## src/rtl/rcp_pkg.sv

```systemverilog
package rcp_pkg;

  // Default widths of the argument count and bulk length limits
  localparam int ARG_COUNT_BITS_DEF = 16;
  localparam int BULK_LEN_BITS_DEF  = 32;

  // Reset values of the limit registers
  localparam logic [15:0] MAX_ARGS_RST     = 16'd1024;
  localparam logic [31:0] MAX_BULK_LEN_RST = 32'd536870912;

  // Configuration register indexes
  localparam logic CFG_MAX_ARGS     = 1'b0;
  localparam logic CFG_MAX_BULK_LEN = 1'b1;

  // Parser phases
  localparam logic [2:0] PH_STAR   = 3'd0;
  localparam logic [2:0] PH_COUNT  = 3'd1;
  localparam logic [2:0] PH_DOLLAR = 3'd2;
  localparam logic [2:0] PH_LEN    = 3'd3;
  localparam logic [2:0] PH_DATA   = 3'd4;
  localparam logic [2:0] PH_TERM1  = 3'd5;
  localparam logic [2:0] PH_TERM2  = 3'd6;

  // Error codes
  localparam logic [3:0] ERR_NO_STAR   = 4'd0;
  localparam logic [3:0] ERR_BAD_COUNT = 4'd1;
  localparam logic [3:0] ERR_COUNT_LE0 = 4'd2;
  localparam logic [3:0] ERR_TOO_MANY  = 4'd3;
  localparam logic [3:0] ERR_NO_DOLLAR = 4'd4;
  localparam logic [3:0] ERR_BAD_LEN   = 4'd5;
  localparam logic [3:0] ERR_NEG_LEN   = 4'd6;
  localparam logic [3:0] ERR_TOO_LONG  = 4'd7;
  localparam logic [3:0] ERR_BAD_TERM  = 4'd8;

  // Characters
  localparam logic [7:0] CH_STAR   = 8'h2A;
  localparam logic [7:0] CH_DOLLAR = 8'h24;
  localparam logic [7:0] CH_MINUS  = 8'h2D;
  localparam logic [7:0] CH_ZERO   = 8'h30;
  localparam logic [7:0] CH_NINE   = 8'h39;
  localparam logic [7:0] CH_CR     = 8'h0D;
  localparam logic [7:0] CH_LF     = 8'h0A;

  // Signed 64-bit magnitude limits
  localparam logic [67:0] LIM_POS = 68'h0_7FFF_FFFF_FFFF_FFFF;
  localparam logic [67:0] LIM_NEG = 68'h0_8000_0000_0000_0000;

  // State of the count or length line being scanned
  typedef struct packed {
    logic [63:0] accum;
    logic        neg_seen;
    logic        digit_seen;
    logic        bad_text;
    logic        overflowed;
    logic        cr_pending;
  } line_t;

endpackage

```

## src/rtl/resp_command_parser.sv

```systemverilog
// RESP command parser: splits a byte stream of "*N CRLF ($L CRLF data CRLF) x N"
// commands into argument payload beats with their argument index.
// Input channel in_*: one raw stream byte per beat in in_tdata.
// Output channel out_*: exactly one result beat for each input beat, in order:
// a payload byte, an argument end, a command end, an error, or an all-zero
// idle result. Count and length errors and the end flags come on the closing LF
// of a line or terminator, other errors on the failing byte. After an error or a
// finished command the parser waits for '*'. cfg_*: limit registers, written
// only while the stream is idle, a user rule the block does not enforce. One
// beat is taken every cycle while out_tready is high. The per-byte step (a 68-bit
// multiply-by-ten add and compare for the digit accumulator, plus the phase
// decode) sits between the input register and the result register. Reset
// returns the parser to waiting for '*', empties both registers and loads the
// default limits. When out_tready is low the result register holds; the input
// register still takes one more beat, then in_tready drops.
module resp_command_parser #(
  parameter int ARG_COUNT_BITS = rcp_pkg::ARG_COUNT_BITS_DEF,
  parameter int BULK_LEN_BITS  = rcp_pkg::BULK_LEN_BITS_DEF
) (
  input  logic        clk,
  input  logic        rst_n,
  input  logic        in_tvalid,
  output logic        in_tready,
  input  logic [7:0]  in_tdata,   // in_byte
  output logic        out_tvalid,
  input  logic        out_tready,
  output logic [31:0] out_tdata,  // data_byte, arg_index, error_code, zero fill
  output logic [3:0]  out_tuser,  // data_valid, arg_done, cmd_done, error_flag
  input  logic        cfg_we,
  input  logic        cfg_addr,
  input  logic [31:0] cfg_wdata
);
  import rcp_pkg::*;

  localparam int AC_W = (ARG_COUNT_BITS < 16) ? ARG_COUNT_BITS : 16;
  localparam int BL_W = (BULK_LEN_BITS < 32) ? BULK_LEN_BITS : 32;

  localparam logic [15:0] ARG_LIM =
    (ARG_COUNT_BITS >= 16) ? 16'hFFFF : 16'((64'd1 << ARG_COUNT_BITS) - 64'd1);
  localparam logic [31:0] BULK_LIM =
    (BULK_LEN_BITS >= 32) ? 32'hFFFF_FFFF : 32'((64'd1 << BULK_LEN_BITS) - 64'd1);
  localparam logic [15:0] ARG_CAP_RST =
    (MAX_ARGS_RST < ARG_LIM) ? MAX_ARGS_RST : ARG_LIM;
  localparam logic [31:0] BULK_CAP_RST =
    (MAX_BULK_LEN_RST < BULK_LIM) ? MAX_BULK_LEN_RST : BULK_LIM;

  // Limits, stored already capped to the counter widths
  logic [AC_W-1:0] arg_cap_r;
  logic [BL_W-1:0] bulk_cap_r;
  logic [15:0]     arg_cap_in;
  logic [31:0]     bulk_cap_in;

  // Pipeline control
  logic       s0_v_r, s0_v_nxt;
  logic [7:0] s0_byte_r;
  logic       out_v_r, out_v_nxt;
  logic       advance;

  // Parser state
  logic [2:0]      phase_r, phase_nxt;
  line_t           line_r, line_nxt;
  logic [AC_W-1:0] args_total_r, args_total_nxt;
  logic [AC_W-1:0] arg_pos_r, arg_pos_nxt;
  logic [BL_W-1:0] bytes_left_r, bytes_left_nxt;

  // Result fields
  logic        dv, ad, cd, ef;
  logic [7:0]  db;
  logic [15:0] ai;
  logic [3:0]  ec;
  logic [31:0] out_tdata_r;
  logic [3:0]  out_tuser_r;

  // Line scanner signals
  line_t       lscan;
  logic        line_end;
  logic        line_ok;
  logic        first_chr;
  logic        is_digit;
  logic [67:0] prod;
  logic [67:0] lim;
  logic        bad_cr;

  // Widened views
  logic [AC_W+15:0] arg_pos_ext;
  logic [AC_W+63:0] arg_cap_ext;
  logic [BL_W+63:0] bulk_cap_ext;
  logic [AC_W-1:0]  arg_pos_inc;

  assign advance   = s0_v_r && (!out_v_r || out_tready);
  assign in_tready = !s0_v_r || advance;

  assign out_tvalid = out_v_r;
  assign out_tdata  = out_tdata_r;
  assign out_tuser  = out_tuser_r;

  assign arg_pos_ext  = {16'b0, arg_pos_r};
  assign arg_cap_ext  = {64'b0, arg_cap_r};
  assign bulk_cap_ext = {64'b0, bulk_cap_r};
  assign arg_pos_inc  = arg_pos_r + 1'b1;

  // Cap incoming limit writes
  assign arg_cap_in  = (cfg_wdata[15:0] < ARG_LIM) ? cfg_wdata[15:0] : ARG_LIM;
  assign bulk_cap_in = (cfg_wdata < BULK_LIM) ? cfg_wdata : BULK_LIM;

  // Configuration registers
  always_ff @(posedge clk) begin
    if (!rst_n) begin
      arg_cap_r  <= ARG_CAP_RST[AC_W-1:0];
      bulk_cap_r <= BULK_CAP_RST[BL_W-1:0];
    end else if (cfg_we) begin
      if (cfg_addr == CFG_MAX_ARGS) begin
        arg_cap_r <= arg_cap_in[AC_W-1:0];
      end else begin
        bulk_cap_r <= bulk_cap_in[BL_W-1:0];
      end
    end
  end

  // Scan one byte of a count or length line
  always_comb begin
    lscan     = line_r;
    line_end  = 1'b0;
    bad_cr    = 1'b0;
    first_chr = 1'b0;
    is_digit  = (s0_byte_r >= CH_ZERO) && (s0_byte_r <= CH_NINE);
    lim       = line_r.neg_seen ? LIM_NEG : LIM_POS;
    prod      = ({4'b0, line_r.accum} << 3) + ({4'b0, line_r.accum} << 1)
              + {64'b0, s0_byte_r[3:0]};
    if (line_r.cr_pending && s0_byte_r == CH_LF) begin
      line_end         = 1'b1;
      lscan.cr_pending = 1'b0;
    end else begin
      // a lone CR counts as a bad character
      bad_cr           = line_r.cr_pending;
      lscan.cr_pending = 1'b0;
      lscan.bad_text   = line_r.bad_text | bad_cr;
      first_chr        = !(line_r.neg_seen || line_r.digit_seen || lscan.bad_text);
      if (s0_byte_r == CH_CR) begin
        lscan.cr_pending = 1'b1;
      end else if (s0_byte_r == CH_MINUS && first_chr) begin
        lscan.neg_seen = 1'b1;
      end else if (is_digit) begin
        lscan.digit_seen = 1'b1;
        if (!line_r.overflowed) begin
          if (prod > lim) begin
            lscan.overflowed = 1'b1;
          end else begin
            lscan.accum = prod[63:0];
          end
        end
      end else begin
        lscan.bad_text = 1'b1;
      end
    end
  end

  assign line_ok = line_r.digit_seen && !line_r.bad_text && !line_r.overflowed;

  // Phase decode and result
  always_comb begin
    phase_nxt      = phase_r;
    line_nxt       = line_r;
    args_total_nxt = args_total_r;
    arg_pos_nxt    = arg_pos_r;
    bytes_left_nxt = bytes_left_r;
    dv = 1'b0;
    db = 8'd0;
    ai = 16'd0;
    ad = 1'b0;
    cd = 1'b0;
    ef = 1'b0;
    ec = ERR_NO_STAR;
    unique case (phase_r)
      PH_STAR: begin
        if (s0_byte_r == CH_STAR) begin
          line_nxt  = '0;
          phase_nxt = PH_COUNT;
        end else begin
          ef = 1'b1;
          ec = ERR_NO_STAR;
        end
      end
      PH_COUNT: begin
        line_nxt = lscan;
        if (line_end) begin
          phase_nxt = PH_STAR;
          if (!line_ok) begin
            ef = 1'b1;
            ec = ERR_BAD_COUNT;
          end else if (line_r.neg_seen || line_r.accum == 64'd0) begin
            ef = 1'b1;
            ec = ERR_COUNT_LE0;
          end else if (line_r.accum > arg_cap_ext[63:0]) begin
            ef = 1'b1;
            ec = ERR_TOO_MANY;
          end else begin
            args_total_nxt = line_r.accum[AC_W-1:0];
            arg_pos_nxt    = '0;
            phase_nxt      = PH_DOLLAR;
          end
        end
      end
      PH_DOLLAR: begin
        if (s0_byte_r == CH_DOLLAR) begin
          line_nxt  = '0;
          phase_nxt = PH_LEN;
        end else begin
          ef        = 1'b1;
          ec        = ERR_NO_DOLLAR;
          phase_nxt = PH_STAR;
        end
      end
      PH_LEN: begin
        line_nxt = lscan;
        if (line_end) begin
          phase_nxt = PH_STAR;
          if (!line_ok) begin
            ef = 1'b1;
            ec = ERR_BAD_LEN;
          end else if (line_r.neg_seen && line_r.accum != 64'd0) begin
            ef = 1'b1;
            ec = ERR_NEG_LEN;
          end else if (line_r.accum > bulk_cap_ext[63:0]) begin
            ef = 1'b1;
            ec = ERR_TOO_LONG;
          end else begin
            bytes_left_nxt = line_r.accum[BL_W-1:0];
            phase_nxt      = (line_r.accum != 64'd0) ? PH_DATA : PH_TERM1;
          end
        end
      end
      PH_DATA: begin
        dv = 1'b1;
        db = s0_byte_r;
        ai = arg_pos_ext[15:0];
        bytes_left_nxt = bytes_left_r - 1'b1;
        if (bytes_left_r == {{(BL_W-1){1'b0}}, 1'b1}) begin
          phase_nxt = PH_TERM1;
        end
      end
      PH_TERM1: begin
        line_nxt.cr_pending = (s0_byte_r == CH_CR);
        phase_nxt           = PH_TERM2;
      end
      PH_TERM2: begin
        if (line_r.cr_pending && s0_byte_r == CH_LF) begin
          ad          = 1'b1;
          ai          = arg_pos_ext[15:0];
          arg_pos_nxt = arg_pos_inc;
          if (arg_pos_inc >= args_total_r) begin
            cd        = 1'b1;
            phase_nxt = PH_STAR;
          end else begin
            phase_nxt = PH_DOLLAR;
          end
        end else begin
          ef        = 1'b1;
          ec        = ERR_BAD_TERM;
          phase_nxt = PH_STAR;
        end
        line_nxt.cr_pending = 1'b0;
      end
      default: begin
        phase_nxt = PH_STAR;
      end
    endcase
  end

  // Handshake next values
  always_comb begin
    s0_v_nxt = s0_v_r;
    if (in_tvalid && in_tready) begin
      s0_v_nxt = 1'b1;
    end else if (advance) begin
      s0_v_nxt = 1'b0;
    end
    out_v_nxt = out_v_r;
    if (advance) begin
      out_v_nxt = 1'b1;
    end else if (out_tready) begin
      out_v_nxt = 1'b0;
    end
  end

  // Input register
  always_ff @(posedge clk) begin
    if (!rst_n) begin
      s0_v_r <= 1'b0;
    end else begin
      s0_v_r <= s0_v_nxt;
    end
    if (in_tvalid && in_tready) begin
      s0_byte_r <= in_tdata;
    end
  end

  // Parser state and result register
  always_ff @(posedge clk) begin
    if (!rst_n) begin
      out_v_r      <= 1'b0;
      phase_r      <= PH_STAR;
      line_r       <= '0;
      args_total_r <= '0;
      arg_pos_r    <= '0;
      bytes_left_r <= '0;
    end else begin
      out_v_r <= out_v_nxt;
      if (advance) begin
        phase_r      <= phase_nxt;
        line_r       <= line_nxt;
        args_total_r <= args_total_nxt;
        arg_pos_r    <= arg_pos_nxt;
        bytes_left_r <= bytes_left_nxt;
      end
    end
    if (advance) begin
      out_tdata_r <= {4'b0, ec, ai, db};
      out_tuser_r <= {ef, cd, ad, dv};
    end
  end

endmodule
```

## config.mk

```make
export PLATFORM = sky130hd
export DESIGN_NAME = resp_command_parser
export DESIGN_NICKNAME = d
export VERILOG_FILES = /design/src/rtl/rcp_pkg.sv /design/src/rtl/resp_command_parser.sv
export SDC_FILE = /design/constraint.sdc
export NUM_CORES = 1
export LEC_CHECK = 0
export ABC_AREA = 1
export BUFFER_PORTS_ARGS = -buffer_cell sky130_fd_sc_hd__clkbuf_2
export CAP_MARGIN = 0
export CORE_MARGIN = 1
export CORE_UTILIZATION = 45
export CTS_BUF_LIST = sky130_fd_sc_hd__clkbuf_8
export DETAILED_ROUTE_END_ITERATION = 16
export SYNTH_ARGS = -nofsm -noshare
export SYNTH_HDL_FRONTEND = slang
export SYNTH_SLANG_ARGS = --single-unit
```

## constraint.sdc

```tcl
create_clock -name clk -period 5.5 [get_ports clk]
set_clock_uncertainty 0.05 [all_clocks]
set_input_delay 1.1 -clock clk [delete_from_list [all_inputs] [get_ports clk]]
set_output_delay 1.1 -clock clk [all_outputs]
set_load 0.05 [all_outputs]
```

==> impl_metrics.py <==
metrics = {
    "run_status": {
        "status": "finished clean",
    },
    "worst_setup_path": {
        "crit_start": "s0_byte_r[3]",
        "critPathRequiredTime_ps": 5950,
        "slowest_stage": "fa_1",
        "reg2reg_depth": 28,
        "timing.rr.start": "s0_byte_r[3]",
        "startpoint_type": "flop",
        "worstPathArrival_ps": 5620,
        "endpoint_kind": "flop",
        "critPathKind": "reg2reg",
        "critPathMaxStageDelay_ps": 590,
        "crit_path_max_fanout": 20,
        "cpMostUsedCell": "nand2_1",
    },
    "detailed_routing": {
        "vias": 18700,
        "wl_per_cell_um": 16.0,
        "drt_first_pass_iters": 7,
        "drcViolationCount": 0,
        "vias_per_cell": 5.26,
        "totalWireLength_mm": 57.2,
        "drtAntennaViolNets": 0,
        "drtIter0Drc": 1178,
    },
    "sta": {
        "hold_viol": 0,
        "timing.fmax_mhz": 193,
        "finalSetupViolCount": 0,
        "worst_slew_pin_slew_ps": 1260,
        "fin_crit_ps": 5170,
        "max-slew-margin-rel_pct": 15.8,
        "min_period_over_period_pct": 94.0,
        "slew_viol_final": 0,
    },
    "synthesis": {
        "ys_seq_elements": 226,
        "yosys_warnings": 0,
        "synth_edf_count": 40,
        "yosys.area.top_type": "dfxtp_1",
        "ys_seq_area_share_pct": 25.9,
        "synth.cell_area_um2": 19000,
        "synth.area.top_cells": "dfxtp_1, ha_1, nand2_1",
        "async_flop_share_pct": 0,
        "yosysTopAreaCellShare_pct": 19.6,
        "ys_types": 52,
        "synthCells": 2893,
        "syn_area_per_cell_um2": 6.58,
        "synthFlopType": "dfxtp_1",
    },
    "layout": {
        "seq_area_um2": 4930,
        "antenna_cells": 0,
        "final_cell_mix": "nand2_1, nor2_1, inv_1",
        "drive_gt1_share_pct": 8.45,
        "num-nets-final": 3302,
        "multiInputGateArea_um2": 12400,
        "final_cell_area_um2": 21100,
        "synthToLayoutAreaGrowth_pct": 10.9,
        "post-route-util_pct": 51.1,
        "finalNonFillerCells": 3563,
        "nFillCells": 4268,
        "final_common_cell": "nand2_1",
    },
    "clocking": {
        "cts-htree-levels": 2,
        "insertion_delay_ps": 620,
        "cts_tree": "yes",
        "numCtsBuffers": 43,
        "clkTransAtPathRegs_ps": 60,
        "clk_path_buf_depth": 3,
        "cts.sinks": 226,
        "ctsRootBufferMaster": "clkbuf_8",
        "ctsHoldBuffers": 0,
    },
    "global_route": {
        "busiest_layer": "met2",
        "grt_max_degree": 84,
        "grt_pass1_wl_mm": 93.7,
        "overflow": 0,
        "grt_usage_pct": 26.6,
        "antenna_found_initial": 0,
        "grt_use_met3_pct": 3.45,
        "grt_pass1_vias": 18700,
        "use_met2_pct": 48.1,
        "grt_util_met1_pct": 32.3,
    },
    "floorplanning": {
        "ios": 84,
        "rows": 74,
        "die_area_um2": 43100,
        "start_util_pct": 46.1,
        "fp.dieH_um": 208,
        "core_area_um2": 41300,
        "die_w_um": 208,
    },
    "power_and_ir_drop": {
        "p_leak_nw": 10.7,
        "ir_drop_v": 0.000143,
        "powerDensity_nw_per_um2": 178,
    },
    "placed_design": {
        "postPlaceCellArea_um2": 20100,
        "port_buffers": 79,
        "gp_congestion": 0.948,
        "placed_cells": 3479,
        "post-dp-hpwl_mm": 43.9,
    },
    "hold_path": {
        "min_from": "bulk_cap_r[31]",
        "worstHoldPathCells": 2,
        "min_path_type": "reg2reg",
    },
    "job": {
        "drv_cap": 0,
    },
}
==> metrics by stage <==
step	hold slack (ps)	worst slack, ps	setup TNS (ps)	power, W
3_5_place_dp	415	153	0	0.00207
5_1_grt	451	-0.614	-0.614	0.00392
2_1_floorplan	385	914	0	0.00198
4_1_cts	427	122	0	0.00380
6_report	424	328	0	0.00375
3_3_place_gp	409	227	0	0.00206
==> worst paths after layout <==
kind | slack [ps] | endpoint
worst min register to register | 420 | bulk_cap_r[31]
worst max-delay path | 330 | line_r[11]
worst min-delay path | 420 | bulk_cap_r[31]
worst max register to register | 330 | line_r[11]
==> worst max-delay path: cells and delay by family, from the launching register on <==
kind / cells / cell delay [ps]
buf+inv: 3 / 360
fa+ha+maj: 3 / 1350
compound gates: 2 / 430
simple gates: 20 / 2390
flops: 1 / 450
==> cell type report <==
class                           instances  area share, %
Timing Repair Buffer                  136           4.23
Multi-Input combinational cell       2245           58.9
Tap cell                              532           3.15
Clock buffer                           53           3.46
Inverter                              344           6.12
Sequential cell                       226           23.4
Clock inverter                         27          0.747
==> flip-flops by register name, summed over array words and instances (netlist names) <==
register,count
line_r,69
bulk_cap_r,32
bytes_left_r,32
out_tdata,28
arg_cap_r,16
arg_pos_r,16
args_total_r,16
s0_byte_r,8
out_tuser,4
phase_r,3
out_tvalid,1
s0_v_r,1
==> synth_stat cells, types with 26 or more instances <==
cell	count
nand4_1	26
nor2_1	470
edfxtp_1	40
nor3_1	37
clkbuf_1	48
inv_1	330
a21oi_1	266
xor2_1	53
nand3_1	137
ha_1	258
o21ai_0	107
dfxtp_1	186
nand2_1	709
==> logic make-up (layout without fill, tap and decap cells) <==
family,count (synthesis),after routing,synth area share [%]
buffers and inverters,425,560,9.22
AO/OA/AOI/OAI,477,477,13.7
AND/OR/NAND/NOR,1435,1435,30.8
flip-flops,226,226,25.9
XOR/XNOR,69,69,3.18
other,1,4,0.0197
adder cells (fa/ha/maj),260,260,17.2
==> where the power goes <==
| group | internal [W] | switching [W] | total, W |
|---|---|---|---|
| registers | 0.00172 | 0.0000175 | 0.00174 |
| clock network | 0.000925 | 0.000794 | 0.00172 |
| logic | 0.0000843 | 0.000208 | 0.000293 |
| total | 0.00273 | 0.00102 | 0.00375 |
==> layer usage <==
| layer | routed length [um] | share of wire, % |
|---|---|---|
| met1 | 25500 | 45 |
| met2 | 27900 | 49 |
| met3 | 2260 | 4.0 |
| met4 | 1560 | 2.7 |
| met5 | 0 | 0 |
==> repair_timing <==
item,CTS,global route
buffers inserted,0,2
gates resized for setup,0,14
endpoints found under the setup margin,0,64
No activity file was read; power rests on OpenSTA's default activity.
